## src/hw/rtl/tcw_pkg.sv

```systemverilog
// Text console writer package: controller states, command/status bundles,
// character codes and cell constants. No dependencies.
package tcw_pkg;

  localparam logic [7:0]  CODE_SPACE   = 8'd32;
  localparam logic [7:0]  CODE_NEWLINE = 8'd10;
  localparam logic [7:0]  CODE_RETURN  = 8'd13;
  localparam logic [7:0]  CODE_TAB     = 8'd9;
  localparam logic [15:0] CELL_RESET   = 16'h0720;  // blank, grey on black
  localparam logic [7:0]  COLOR_RESET  = 8'd7;
  localparam logic        MODE_PUT     = 1'b0;
  localparam logic        MODE_READ    = 1'b1;

  typedef enum logic [2:0] {
    ST_CLEAR,
    ST_IDLE,
    ST_PUT,
    ST_NEWLINE,
    ST_COPY,
    ST_FILL,
    ST_FINISH
  } state_e;

  // controller -> datapath
  typedef struct packed {
    logic clear_step;  // write reset cell at sweep counter
    logic accept;      // latch request, issue cell read
    logic put;         // write char at cursor, advance cursor
    logic newline;     // cursor to column 0 of next row
    logic copy_step;   // scroll: move one cell up a line
    logic fill_step;   // scroll: blank one cell of bottom line
    logic finish;      // load result register
  } ctrl_cmd_t;

  // datapath -> controller
  typedef struct packed {
    logic in_read;     // incoming request is a cell read
    logic in_break;    // incoming request is newline or return
    logic col_last;
    logic row_last;
    logic rem_last;    // one put left for this request
    logic rem_zero;    // no put left for this request
    logic copy_end;    // sweep counter at end of copy
    logic cnt_end;     // sweep counter at last cell
    logic out_free;    // result register can take a new result
  } dp_status_t;

endpackage

```

## src/hw/rtl/tcw_ctrl.sv

```systemverilog
// Text console writer controller: sequences clear, put, newline, scroll and
// result hand-off. Depends on tcw_pkg.
module tcw_ctrl (
  input  logic                  clk_i,
  input  logic                  rst_ni,
  input  logic                  in_valid_i,
  output logic                  in_ready_o,
  input  tcw_pkg::dp_status_t   status_i,
  output tcw_pkg::ctrl_cmd_t    cmd_o
);

  tcw_pkg::state_e state_q, state_d;

  always_ff @(posedge clk_i or negedge rst_ni) begin
    if (!rst_ni) begin
      state_q <= tcw_pkg::ST_CLEAR;
    end else begin
      state_q <= state_d;
    end
  end

  // next state
  always_comb begin
    state_d = state_q;
    unique case (state_q)
      tcw_pkg::ST_CLEAR: begin
        if (status_i.cnt_end) state_d = tcw_pkg::ST_IDLE;
      end
      tcw_pkg::ST_IDLE: begin
        if (in_valid_i) begin
          priority if (status_i.in_read) state_d = tcw_pkg::ST_FINISH;
          else if (status_i.in_break)    state_d = tcw_pkg::ST_NEWLINE;
          else                           state_d = tcw_pkg::ST_PUT;
        end
      end
      tcw_pkg::ST_PUT: begin
        priority if (status_i.col_last && status_i.row_last) state_d = tcw_pkg::ST_COPY;
        else if (status_i.rem_last)                           state_d = tcw_pkg::ST_FINISH;
        else                                                  state_d = tcw_pkg::ST_PUT;
      end
      tcw_pkg::ST_NEWLINE: begin
        state_d = status_i.row_last ? tcw_pkg::ST_COPY : tcw_pkg::ST_FINISH;
      end
      tcw_pkg::ST_COPY: begin
        if (status_i.copy_end) state_d = tcw_pkg::ST_FILL;
      end
      tcw_pkg::ST_FILL: begin
        if (status_i.cnt_end) begin
          state_d = status_i.rem_zero ? tcw_pkg::ST_FINISH : tcw_pkg::ST_PUT;
        end
      end
      tcw_pkg::ST_FINISH: begin
        if (status_i.out_free) state_d = tcw_pkg::ST_IDLE;
      end
      default: state_d = tcw_pkg::ST_CLEAR;
    endcase
  end

  // outputs
  always_comb begin
    cmd_o      = '0;
    in_ready_o = 1'b0;
    unique case (state_q)
      tcw_pkg::ST_CLEAR:   cmd_o.clear_step = 1'b1;
      tcw_pkg::ST_IDLE: begin
        in_ready_o   = 1'b1;
        cmd_o.accept = in_valid_i;
      end
      tcw_pkg::ST_PUT:     cmd_o.put       = 1'b1;
      tcw_pkg::ST_NEWLINE: cmd_o.newline   = 1'b1;
      tcw_pkg::ST_COPY:    cmd_o.copy_step = 1'b1;
      tcw_pkg::ST_FILL:    cmd_o.fill_step = 1'b1;
      tcw_pkg::ST_FINISH:  cmd_o.finish    = status_i.out_free;
      default: ;
    endcase
  end

endmodule

```

## config.mk

```make
export PLATFORM = sky130hd
export DESIGN_NAME = tcw_ctrl
export DESIGN_NICKNAME = d
export VERILOG_FILES = /design/src/hw/rtl/tcw_pkg.sv /design/src/hw/rtl/tcw_ctrl.sv
export SDC_FILE = /design/constraint.sdc
export NUM_CORES = 1
export LEC_CHECK = 0
export ABC_AREA = 1
export BUFFER_PORTS_ARGS = -buffer_cell sky130_fd_sc_hd__buf_2
export CAP_MARGIN = 40
export CORE_AREA = 2 2 39 41
export DETAILED_ROUTE_END_ITERATION = 6
export DIE_AREA = 0 0 41 43
export PLACE_DENSITY = 0.49
export SLEW_MARGIN = 20
export SYNTH_ARGS = -nofsm -noshare
export SYNTH_HDL_FRONTEND = slang
export SYNTH_SLANG_ARGS = --single-unit
```

## constraint.sdc

```tcl
create_clock -name clk_i -period 3.65 [get_ports clk_i]
set_clock_uncertainty 0.2 [all_clocks]
set_input_delay 0.73 -clock clk_i [delete_from_list [all_inputs] [get_ports clk_i]]
set_output_delay 0.73 -clock clk_i [all_outputs]
set_load 0.02 [all_outputs]
```

# After elaboration in Yosys (flattened, before gate mapping)

Index checks and enable logic that the tools add are counted.

Register bits after elaboration: 3
Output and inout bits: 8
Input bits: 12

Mux-type cells: 20
Reductions and logical operators: 3
Eq/ne operators: 11

Operators with widths:

| operator                                                               | number |
|---|---|
| 3-bit 2-to-1 mux                                                       | 9 |
| 3-bit one-hot mux with 7 select lines                                  | 1 |
| 2-bit inequality test (second input constant)                          | 5 |
| 3-bit equality test (second input constant)                            | 3 |
| 1-bit 2-to-1 mux                                                       | 9 |
| 3-bit by 2-bit equality test with 1-bit output (second input constant) | 2 |
| 5-bit AND reduction                                                    | 1 |
| 3-bit by 1-bit equality test with 1-bit output (second input constant) | 1 |
| 3-bit zero test                                                        | 1 |
| 2-bit 2-to-1 mux                                                       | 1 |
| 1-bit logical AND                                                      | 1 |

# Longest topological paths before layout

Gate-level depths: netlist of the first run.

Depth in word-level cells: 4
Gate-level depth with buffers: 9
Mapped depth without buffers: 8

# Worst setup path before layout of the first run

Ideal clock, no wire load.

Path type: input to output
From: input status_i[0] in the netlist's numbering
To: output cmd_o[0] in the netlist's numbering
Arrival: 1252 ps
Stages: 2
Required time: 2720 ps
Setup slack: 1468 ps
Cells stage by stage: inv_1 -> nor3_1

RTL lines:

| item               | line          | text |
|---|---|---|
| start: declaration | tcw_ctrl.sv:8 | `input tcw_pkg::dp_status_t status_i,` |
| end: declaration   | tcw_ctrl.sv:9 | `output tcw_pkg::ctrl_cmd_t cmd_o` |

==> flow_metrics.py, run 1 <==
metrics = {
    "outcome": {
        "status": "completed",
    },
    "place": {
        "dp_cells": 97,
        "dp_hpwl_microns": 687.2,
        "globalplace.congestion": 0.7539,
        "placed_cell_area_sq_um": 440.4,
        "port_buffers": 19,
        "place_ws_ns": 1.532,
    },
    "power_and_ir_drop": {
        "p_int_uw": 178.7,
        "switching_share": 0.5423,
        "seq_power_share": 0.228,
        "pwr-share-comb": 0.624,
        "ir_drop_mv": 0.1998,
        "leakagePower_nw": 0.3392,
        "power_uw": 390.6,
        "power-per-cell-area_mw_per_mm2": 836.8,
        "pwr-share-clk": 0.148,
        "p_sw_uw": 211.8,
    },
    "critical_path": {
        "worstPathCellList": "inv_2, nand3_1, nor2_1, buf_2",
        "critical-path-top-delay-family": "flip-flops",
        "critical_path_buf_inv_count": 2,
        "crit_path_start_kind": "register",
        "worst_ep_arrival_time_ns": 1.23,
        "crit_type": "register to output port",
        "cp.required_ns": 2.72,
        "critical-path-slowest-cell": "dfrtp_1",
        "end_kind": "output port",
        "r2r_setup_slack_ns": 2.16,
        "cpPeakStageDelay_ns": 0.46,
        "path_max_fanout": 7,
    },
    "drt": {
        "num_vias": 445,
        "routed_wirelength_microns": 836,
        "drt_iter0_markers": 7,
        "firstDrtPassIters": 4,
        "vias_per_cell": 4.406,
        "drc_errors": 0,
        "drtAntennaViolNets": 0,
        "wl_per_cell_microns": 8.277,
    },
    "clock_network": {
        "cts_hold_buf": 0,
        "clk_pin_slew_worst_paths_ns": 0.04,
        "clock_sinks": 3,
        "htreeDepth": 1,
        "cts_tree": "done",
        "cts_setup_buffers": 0,
        "cts_buffers": 3,
        "cts-root-buf": "clkbuf_4",
        "cts-root-to-sink-buffers": 2,
        "clock_latency_ns": 0.23,
        "cts_resized": 0,
    },
    "timing": {
        "rsz0062_at_grt": "false",
        "worst_slack_ns": 1.493,
        "tns_ns": 0,
        "setup_viol": 0,
        "max_freq_ghz": 0.4637,
        "final.period_utilization": 0.5908,
        "finalMaxSlewViolations": 0,
        "hold_viol": 0,
        "relSlewSlack": 0.7861,
        "worst_pin_slew_ns": 0.3209,
        "layout_min_cycle_time_ns": 2.157,
        "whs_ns": 0.08113,
    },
    "cells_and_area": {
        "nets": 98,
        "antennaDiodeCount": 0,
        "largest_register_ffs": 3,
        "fin_cells": 101,
        "utilization": 0.3373,
        "layout_common_cells": "buf_2, nand2_1, inv_1, nor2_1, nand3_1",
        "syn_to_final_growth_pct": 40.23,
        "final_common_cell": "buf_2",
        "post-route-cell-area_sq_um": 466.7,
        "regMostFlops": "state_q",
        "reg_top3": "state_q: 3 flops",
        "drive_above_1_share": 0.3176,
    },
    "logic_synthesis": {
        "synth.top_cell.area_share": 0.2256,
        "synthCells": 63,
        "synth_top_cell_by_area": "dfrtp_1",
        "synth_nets": 75,
        "ys_seq_elements": 3,
        "synth_area_per_cell_sq_um": 5.283,
        "synth_area_sq_um": 332.8,
        "synth_area_leaders": "dfrtp_1, nand2_1, inv_1",
        "synth_cell_types": 13,
        "ys_warn_count": 0,
        "ys_seq_area_frac": 0.2256,
    },
    "global_route": {
        "grt_pass1_wl_microns": 1290,
        "grt-ovfl-total": 0,
        "antenna_found_initial": 0,
        "grt_max_degree": 11,
        "grt_pass1_vias": 357,
        "gr-usage-all-layers": 0.1097,
    },
    "floorplan": {
        "dieHeight_microns": 43,
        "rows": 14,
        "dieWidth_microns": 41,
        "io_pins": 20,
        "design.die.area_sq_mm": 0.001763,
        "core-area_sq_mm": 0.001384,
        "initial_core_util": 0.2405,
    },
    "worst_hold_path": {
        "hold_path.class": "primary input to async pin",
    },
    "job": {
        "drv_cap": 0,
    },
}
logic make-up after synthesis:
logic type	share of synthesized area
compound gates	0.09774
buf+inv	0.1918
flops	0.2256
simple gates	0.4850
worst reg2reg max path: stages (launching register included):
cell     delay, ns
dfrtp_1       0.52
nand3_1       0.21
a21oi_1       0.25
nor2_2        0.08
nand2_1       0.07
nand2_1       0.05
power by group through the flow:
stage	sequential (mW)	clock [mW]	combinational, mW
finish	0.0892	0.0578	0.244
global route	0.0930	0.0648	0.278
CTS	0.0895	0.0602	0.247
detailed placement	0.0899	0	0.246
global placement	0.0905	0	0.245
floorplan	0.0675	0	0.205
cells in the mapped netlist:
cell      n
nor2_2    2
o21ai_0   2
nand3_1   8
nor2_1   10
buf_4     1
a21o_1    1
nor3_1    1
inv_2     2
dfrtp_1   3
nand2_1  16
inv_1    13
nand2_2   1
a21oi_1   3
final timing paths:
kind                            startpoint         end  cells after the start
worst max-delay path            state_q[2]    cmd_o[5]                      4
worst min-delay path                rst_ni  state_q[0]                      1
worst max register to register  state_q[0]  state_q[1]                      5
worst min register to register  state_q[2]  state_q[2]                      2
max in group asynchronous           rst_ni  state_q[1]                      1
min in group clk_i              state_q[2]  state_q[2]                      2
per-layer routing:
layer	up-vias	part of all wire	GRT usage
li1	233	-	-
met1	199	0.43	0.1359
met2	11	0.50	0.1625
met3	2	0.048	0.03141
met4	0	0.023	0.06000
met5	-	0	0
layout make-up:
cell class	instances	area, sq um
Sequential cell	3	75.07
Timing Repair Buffer	19	95.09
Tap cell	16	20.02
Fill cell	163	917.1
Clock buffer	4	26.28
Multi-Input combinational cell	44	193.9
Inverter	15	56.30
Note: power is estimated with default switching activity, not from simulation.
==> run 2: changes to the inputs <==
==> constraint.sdc (replaced) <==
create_clock -name clk_i -period 2.1 [get_ports clk_i]
set_clock_uncertainty 0.2 [all_clocks]
set_input_delay 0.42 -clock clk_i [delete_from_list [all_inputs] [get_ports clk_i]]
set_output_delay 0.42 -clock clk_i [all_outputs]
set_load 0.02 [all_outputs]
==> flow_metrics.py, run 2 (synthesized netlist as in run 1, its figures left out) <==
metrics = {
    "floorplan": {
        "io_pins": 20,
        "dieHeight_microns": 43,
        "core-area_sq_mm": 0.001384,
        "initial_core_util": 0.2405,
        "dieWidth_microns": 41,
        "rows": 14,
        "design.die.area_sq_mm": 0.001763,
    },
    "timing": {
        "relSlewSlack": 0.7827,
        "rsz0062_at_grt": "false",
        "finalMaxSlewViolations": 0,
        "max_freq_ghz": 0.5497,
        "setup_viol": 0,
        "tns_ns": 0,
        "layout_min_cycle_time_ns": 1.819,
        "whs_ns": 0.3033,
        "final.period_utilization": 0.8663,
        "worst_slack_ns": 0.2809,
        "worst_pin_slew_ns": 0.3259,
        "hold_viol": 0,
    },
    "power_and_ir_drop": {
        "leakagePower_nw": 0.3433,
        "power-per-cell-area_mw_per_mm2": 1422,
        "ir_drop_mv": 0.3458,
    },
    "critical_path": {
        "cp.required_ns": 1.48,
        "crit_path_start_kind": "register",
        "path_max_fanout": 10,
        "crit_type": "register to output port",
        "worst_ep_arrival_time_ns": 1.20,
        "end_kind": "output port",
    },
    "clock_network": {
        "cts_buffers": 3,
        "htreeDepth": 1,
        "cts_resized": 0,
        "clock_latency_ns": 0.23,
        "clk_pin_slew_worst_paths_ns": 0.04,
        "clock_sinks": 3,
        "cts-root-buf": "clkbuf_4",
        "cts_tree": "done",
        "cts-root-to-sink-buffers": 2,
    },
    "drt": {
        "vias_per_cell": 4.206,
        "routed_wirelength_microns": 842,
        "wl_per_cell_microns": 8.255,
        "drtAntennaViolNets": 0,
        "num_vias": 429,
        "drc_errors": 0,
        "drt_iter0_markers": 7,
        "firstDrtPassIters": 4,
    },
    "place": {
        "globalplace.congestion": 0.7540,
        "place_ws_ns": 0.5266,
        "placed_cell_area_sq_um": 440.4,
        "dp_cells": 97,
        "port_buffers": 19,
        "dp_hpwl_microns": 678.9,
    },
    "cells_and_area": {
        "largest_register_ffs": 3,
        "syn_to_final_growth_pct": 43.23,
        "drive_above_1_share": 0.3140,
        "nets": 99,
        "regMostFlops": "state_q",
        "final_common_cell": "buf_2",
        "reg_top3": "state_q: 3 flops",
        "layout_common_cells": "buf_2, nand2_1, inv_1, nor2_1, nand3_1",
        "fillers": 165,
        "post-route-cell-area_sq_um": 476.7,
        "antennaDiodeCount": 0,
        "fin_cells": 102,
    },
    "global_route": {
        "gr-usage-all-layers": 0.1146,
        "grt_pass1_vias": 355,
        "antenna_found_initial": 0,
        "grt-ovfl-total": 0,
        "grt_pass1_wl_microns": 1366,
        "grt_max_degree": 11,
    },
    "job": {
        "drv_cap": 0,
    },
    "worst_hold_path": {
        "hold_path.class": "primary input to register",
    },
    "outcome": {
        "status": "completed",
    },
}
==> run 2: cell types whose count changed in the layout (fill, tap and decap cells not counted), sizes merged <==
cell / previous run / this run
dlygate4sd3: 0 / 1
==> run 2: report_power, final <==
part	internal (mW)	switching [mW]
registers	0.0879	0.0644
logic	0.153	0.272
clock network	0.0712	0.0299
==> run 2: path summary, 6_finish.rpt <==
check                             end        start  slack [ns]  depth (start not counted)
max in group asynchronous  state_q[1]       rst_ni        1.29                          2
min reg2reg                state_q[2]   state_q[2]        0.43                          2
max                          cmd_o[1]   state_q[0]        0.28                          3
min in group asynchronous  state_q[0]       rst_ni        0.31                          2
max reg2reg                state_q[1]   state_q[0]        0.65                          5
min                        state_q[1]  status_i[0]        0.30                          4
==> run 2: per-layer routing <==
layer | track usage | vias to the layer above | wire length, microns
met5 | 0 | - | 0
met4 | 0.08000 | 0 | 0
met3 | 0.03141 | 0 | 41
met2 | 0.1500 | 11 | 414
met1 | 0.1548 | 184 | 386
li1 | - | 234 | -
==> run 2: per-stage QoR <==
stage                 util  power (mW)
detailed placement  0.3183      0.5775
floorplan                -      0.4734
finish              0.3445      0.6779
global route        0.3445      0.7528
global placement    0.3183      0.5818
CTS                 0.3445      0.6858
==> run 2: area by class of cell <==
type / count / area (sq um) / area share
multi-input combinational: 44 / 193.9 / 0.4068
timing repair buffer: 20 / 105.1 / 0.2205
tap: 16 / 20.02 / 0.04199
clock buffer: 4 / 26.28 / 0.05512
sequential: 3 / 75.07 / 0.1575
inverter: 15 / 56.30 / 0.1181
==> run 2: worst max-delay path, cell delays in order (launching register included) <==
cell	delay [ns]
dfrtp_1	0.52
nand3_1	0.21
inv_1	0.08
buf_2	0.16
==> run 2: timing repair <==
| item | 4_1_cts | 5_1_grt |
|---|---|---|
| hold buffers | 1 | 0 |
| endpoints found under the hold margin | 3 | 0 |
| setup buffers | 0 | 0 |
==> run 3: changes to the inputs <==
--- a/config.mk
+++ b/config.mk
@@ -12,6 +12,7 @@
 export DETAILED_ROUTE_END_ITERATION = 6
 export DIE_AREA = 0 0 41 43
 export PLACE_DENSITY = 0.49
+export RECOVER_POWER = 100
 export SLEW_MARGIN = 20
 export SYNTH_ARGS = -nofsm -noshare
 export SYNTH_HDL_FRONTEND = slang
==> flow_metrics.py, run 3 (synthesized netlist as in run 1, its figures left out) <==
metrics = {
    "floorplan": {
        "io_pins": 20,
        "rows": 14,
        "design.die.area_sq_mm": 0.001763,
        "dieWidth_microns": 41,
        "dieHeight_microns": 43,
        "core-area_sq_mm": 0.001384,
        "initial_core_util": 0.2405,
    },
    "critical_path": {
        "cpMostUsedCell": "inv_1",
        "crit_type": "register to output port",
        "r2r_setup_slack_ns": 0.63,
        "cp.required_ns": 1.48,
        "end_kind": "output port",
        "worstPathCellList": "inv_1, nand3_1, inv_1, clkbuf_1",
        "worst_ep_arrival_time_ns": 1.28,
        "critical_path_buf_inv_count": 3,
        "cpPeakStageDelay_ns": 0.44,
        "path_depth": 4,
        "critical-path-top-delay-family": "buffers and inverters",
        "reg2reg_depth": 6,
        "crit_path_start_kind": "register",
        "path_max_fanout": 7,
        "critical-path-slowest-cell": "dfrtp_1",
    },
    "power_and_ir_drop": {
        "ir_drop_mv": 0.3341,
        "power-per-cell-area_mw_per_mm2": 1417,
        "power_uw": 659.4,
        "leakagePower_nw": 0.3244,
    },
    "worst_hold_path": {
        "hold_path.class": "primary input to register",
        "holdPathStages": 4,
    },
    "clock_network": {
        "cts_resized": 0,
        "clock_latency_ns": 0.23,
        "cts-root-to-sink-buffers": 2,
        "clk_pin_slew_worst_paths_ns": 0.04,
        "cts_buffers": 3,
        "htreeDepth": 1,
        "clock_sinks": 3,
        "cts-root-buf": "clkbuf_4",
        "cts_hold_buf": 1,
        "cts_setup_buffers": 0,
        "cts_tree": "done",
    },
    "cells_and_area": {
        "nets": 99,
        "layout_common_cells": "nand2_1, inv_1, buf_2, nor2_1, nand3_1",
        "final_common_cell": "nand2_1",
        "antennaDiodeCount": 0,
        "largest_register_ffs": 3,
        "fin_cells": 102,
        "fillers": 169,
        "post-route-cell-area_sq_um": 465.4,
        "syn_to_final_growth_pct": 39.85,
        "regMostFlops": "state_q",
        "reg_top3": "state_q: 3 flops",
        "drive_above_1_share": 0.2209,
    },
    "drt": {
        "drc_errors": 0,
        "drt_iter0_markers": 4,
        "wl_per_cell_microns": 8.373,
        "vias_per_cell": 4.235,
        "num_vias": 432,
        "drtAntennaViolNets": 0,
        "firstDrtPassIters": 4,
        "routed_wirelength_microns": 854,
    },
    "place": {
        "port_buffers": 19,
        "place_ws_ns": 0.5266,
        "dp_hpwl_microns": 678.9,
        "dp_cells": 97,
        "placed_cell_area_sq_um": 440.4,
        "globalplace.congestion": 0.7540,
    },
    "global_route": {
        "grt-ovfl-total": 0,
        "grt_max_degree": 11,
        "gr-usage-all-layers": 0.1146,
        "grt_pass1_wl_microns": 1366,
        "antenna_found_initial": 0,
        "grt_pass1_vias": 355,
    },
    "timing": {
        "max_freq_ghz": 0.5258,
        "hold_viol": 0,
        "tns_ns": 0,
        "relSlewSlack": 0.7940,
        "worst_slack_ns": 0.1982,
        "layout_min_cycle_time_ns": 1.902,
        "finalMaxSlewViolations": 0,
        "setup_viol": 0,
        "final.period_utilization": 0.9056,
        "rsz0062_at_grt": "false",
        "worst_pin_slew_ns": 0.3090,
    },
    "outcome": {
        "status": "completed",
    },
    "job": {
        "drv_cap": 0,
    },
}
run 3: worst min-delay path, delay by kind of cell:
| kind | cells | cell delay, ns |
|---|---|---|
| simple gates | 2 | 0.16 |
| buf+inv | 2 | 0.11 |
run 3: per-layer routing:
metal  wire length (microns)  track usage  vias up
li1                        -            -      234
met1                     393       0.1548      185
met2                     416       0.1500       13
met3                      44      0.03141        0
met4                       0      0.08000        0
met5                       0            0        -
run 3: final cells by class:
| type | count | area, sq um | area share |
|---|---|---|---|
| clock buffer | 4 | 26.28 | 0.05645 |
| timing repair buffer | 20 | 98.84 | 0.2124 |
| multi-input combinational | 44 | 188.9 | 0.4059 |
| inverter | 15 | 56.30 | 0.1210 |
| sequential | 3 | 75.07 | 0.1613 |
| tap | 16 | 20.02 | 0.04301 |
run 3: worst paths after layout:
path | start | endpoint
setup / recovery | state_q[2] | in_ready_o
hold / removal | status_i[0] | state_q[1]
setup reg to reg | state_q[0] | state_q[1]
hold reg to reg | state_q[2] | state_q[2]
max in group asynchronous | rst_ni | state_q[1]
min in group asynchronous | rst_ni | state_q[0]
run 3: through the flow:
step                      utilization  hold slack (ns)
after detailed placement       0.3183          0.01780
after floorplan                     -         -0.07559
final                          0.3363           0.3038
after CTS                      0.3445           0.2965
after global placement         0.3183          0.02024
after global routing           0.3363           0.3196
run 3: power breakdown:
part | leakage (nW) | internal (mW) | switching [mW] | total [mW]
Combinational | 0.272 | 0.141 | 0.271 | 0.411
Sequential | 0.0372 | 0.0880 | 0.0595 | 0.147
Clock | 0.0150 | 0.0712 | 0.0293 | 0.101
Total | 0.324 | 0.300 | 0.360 | 0.659
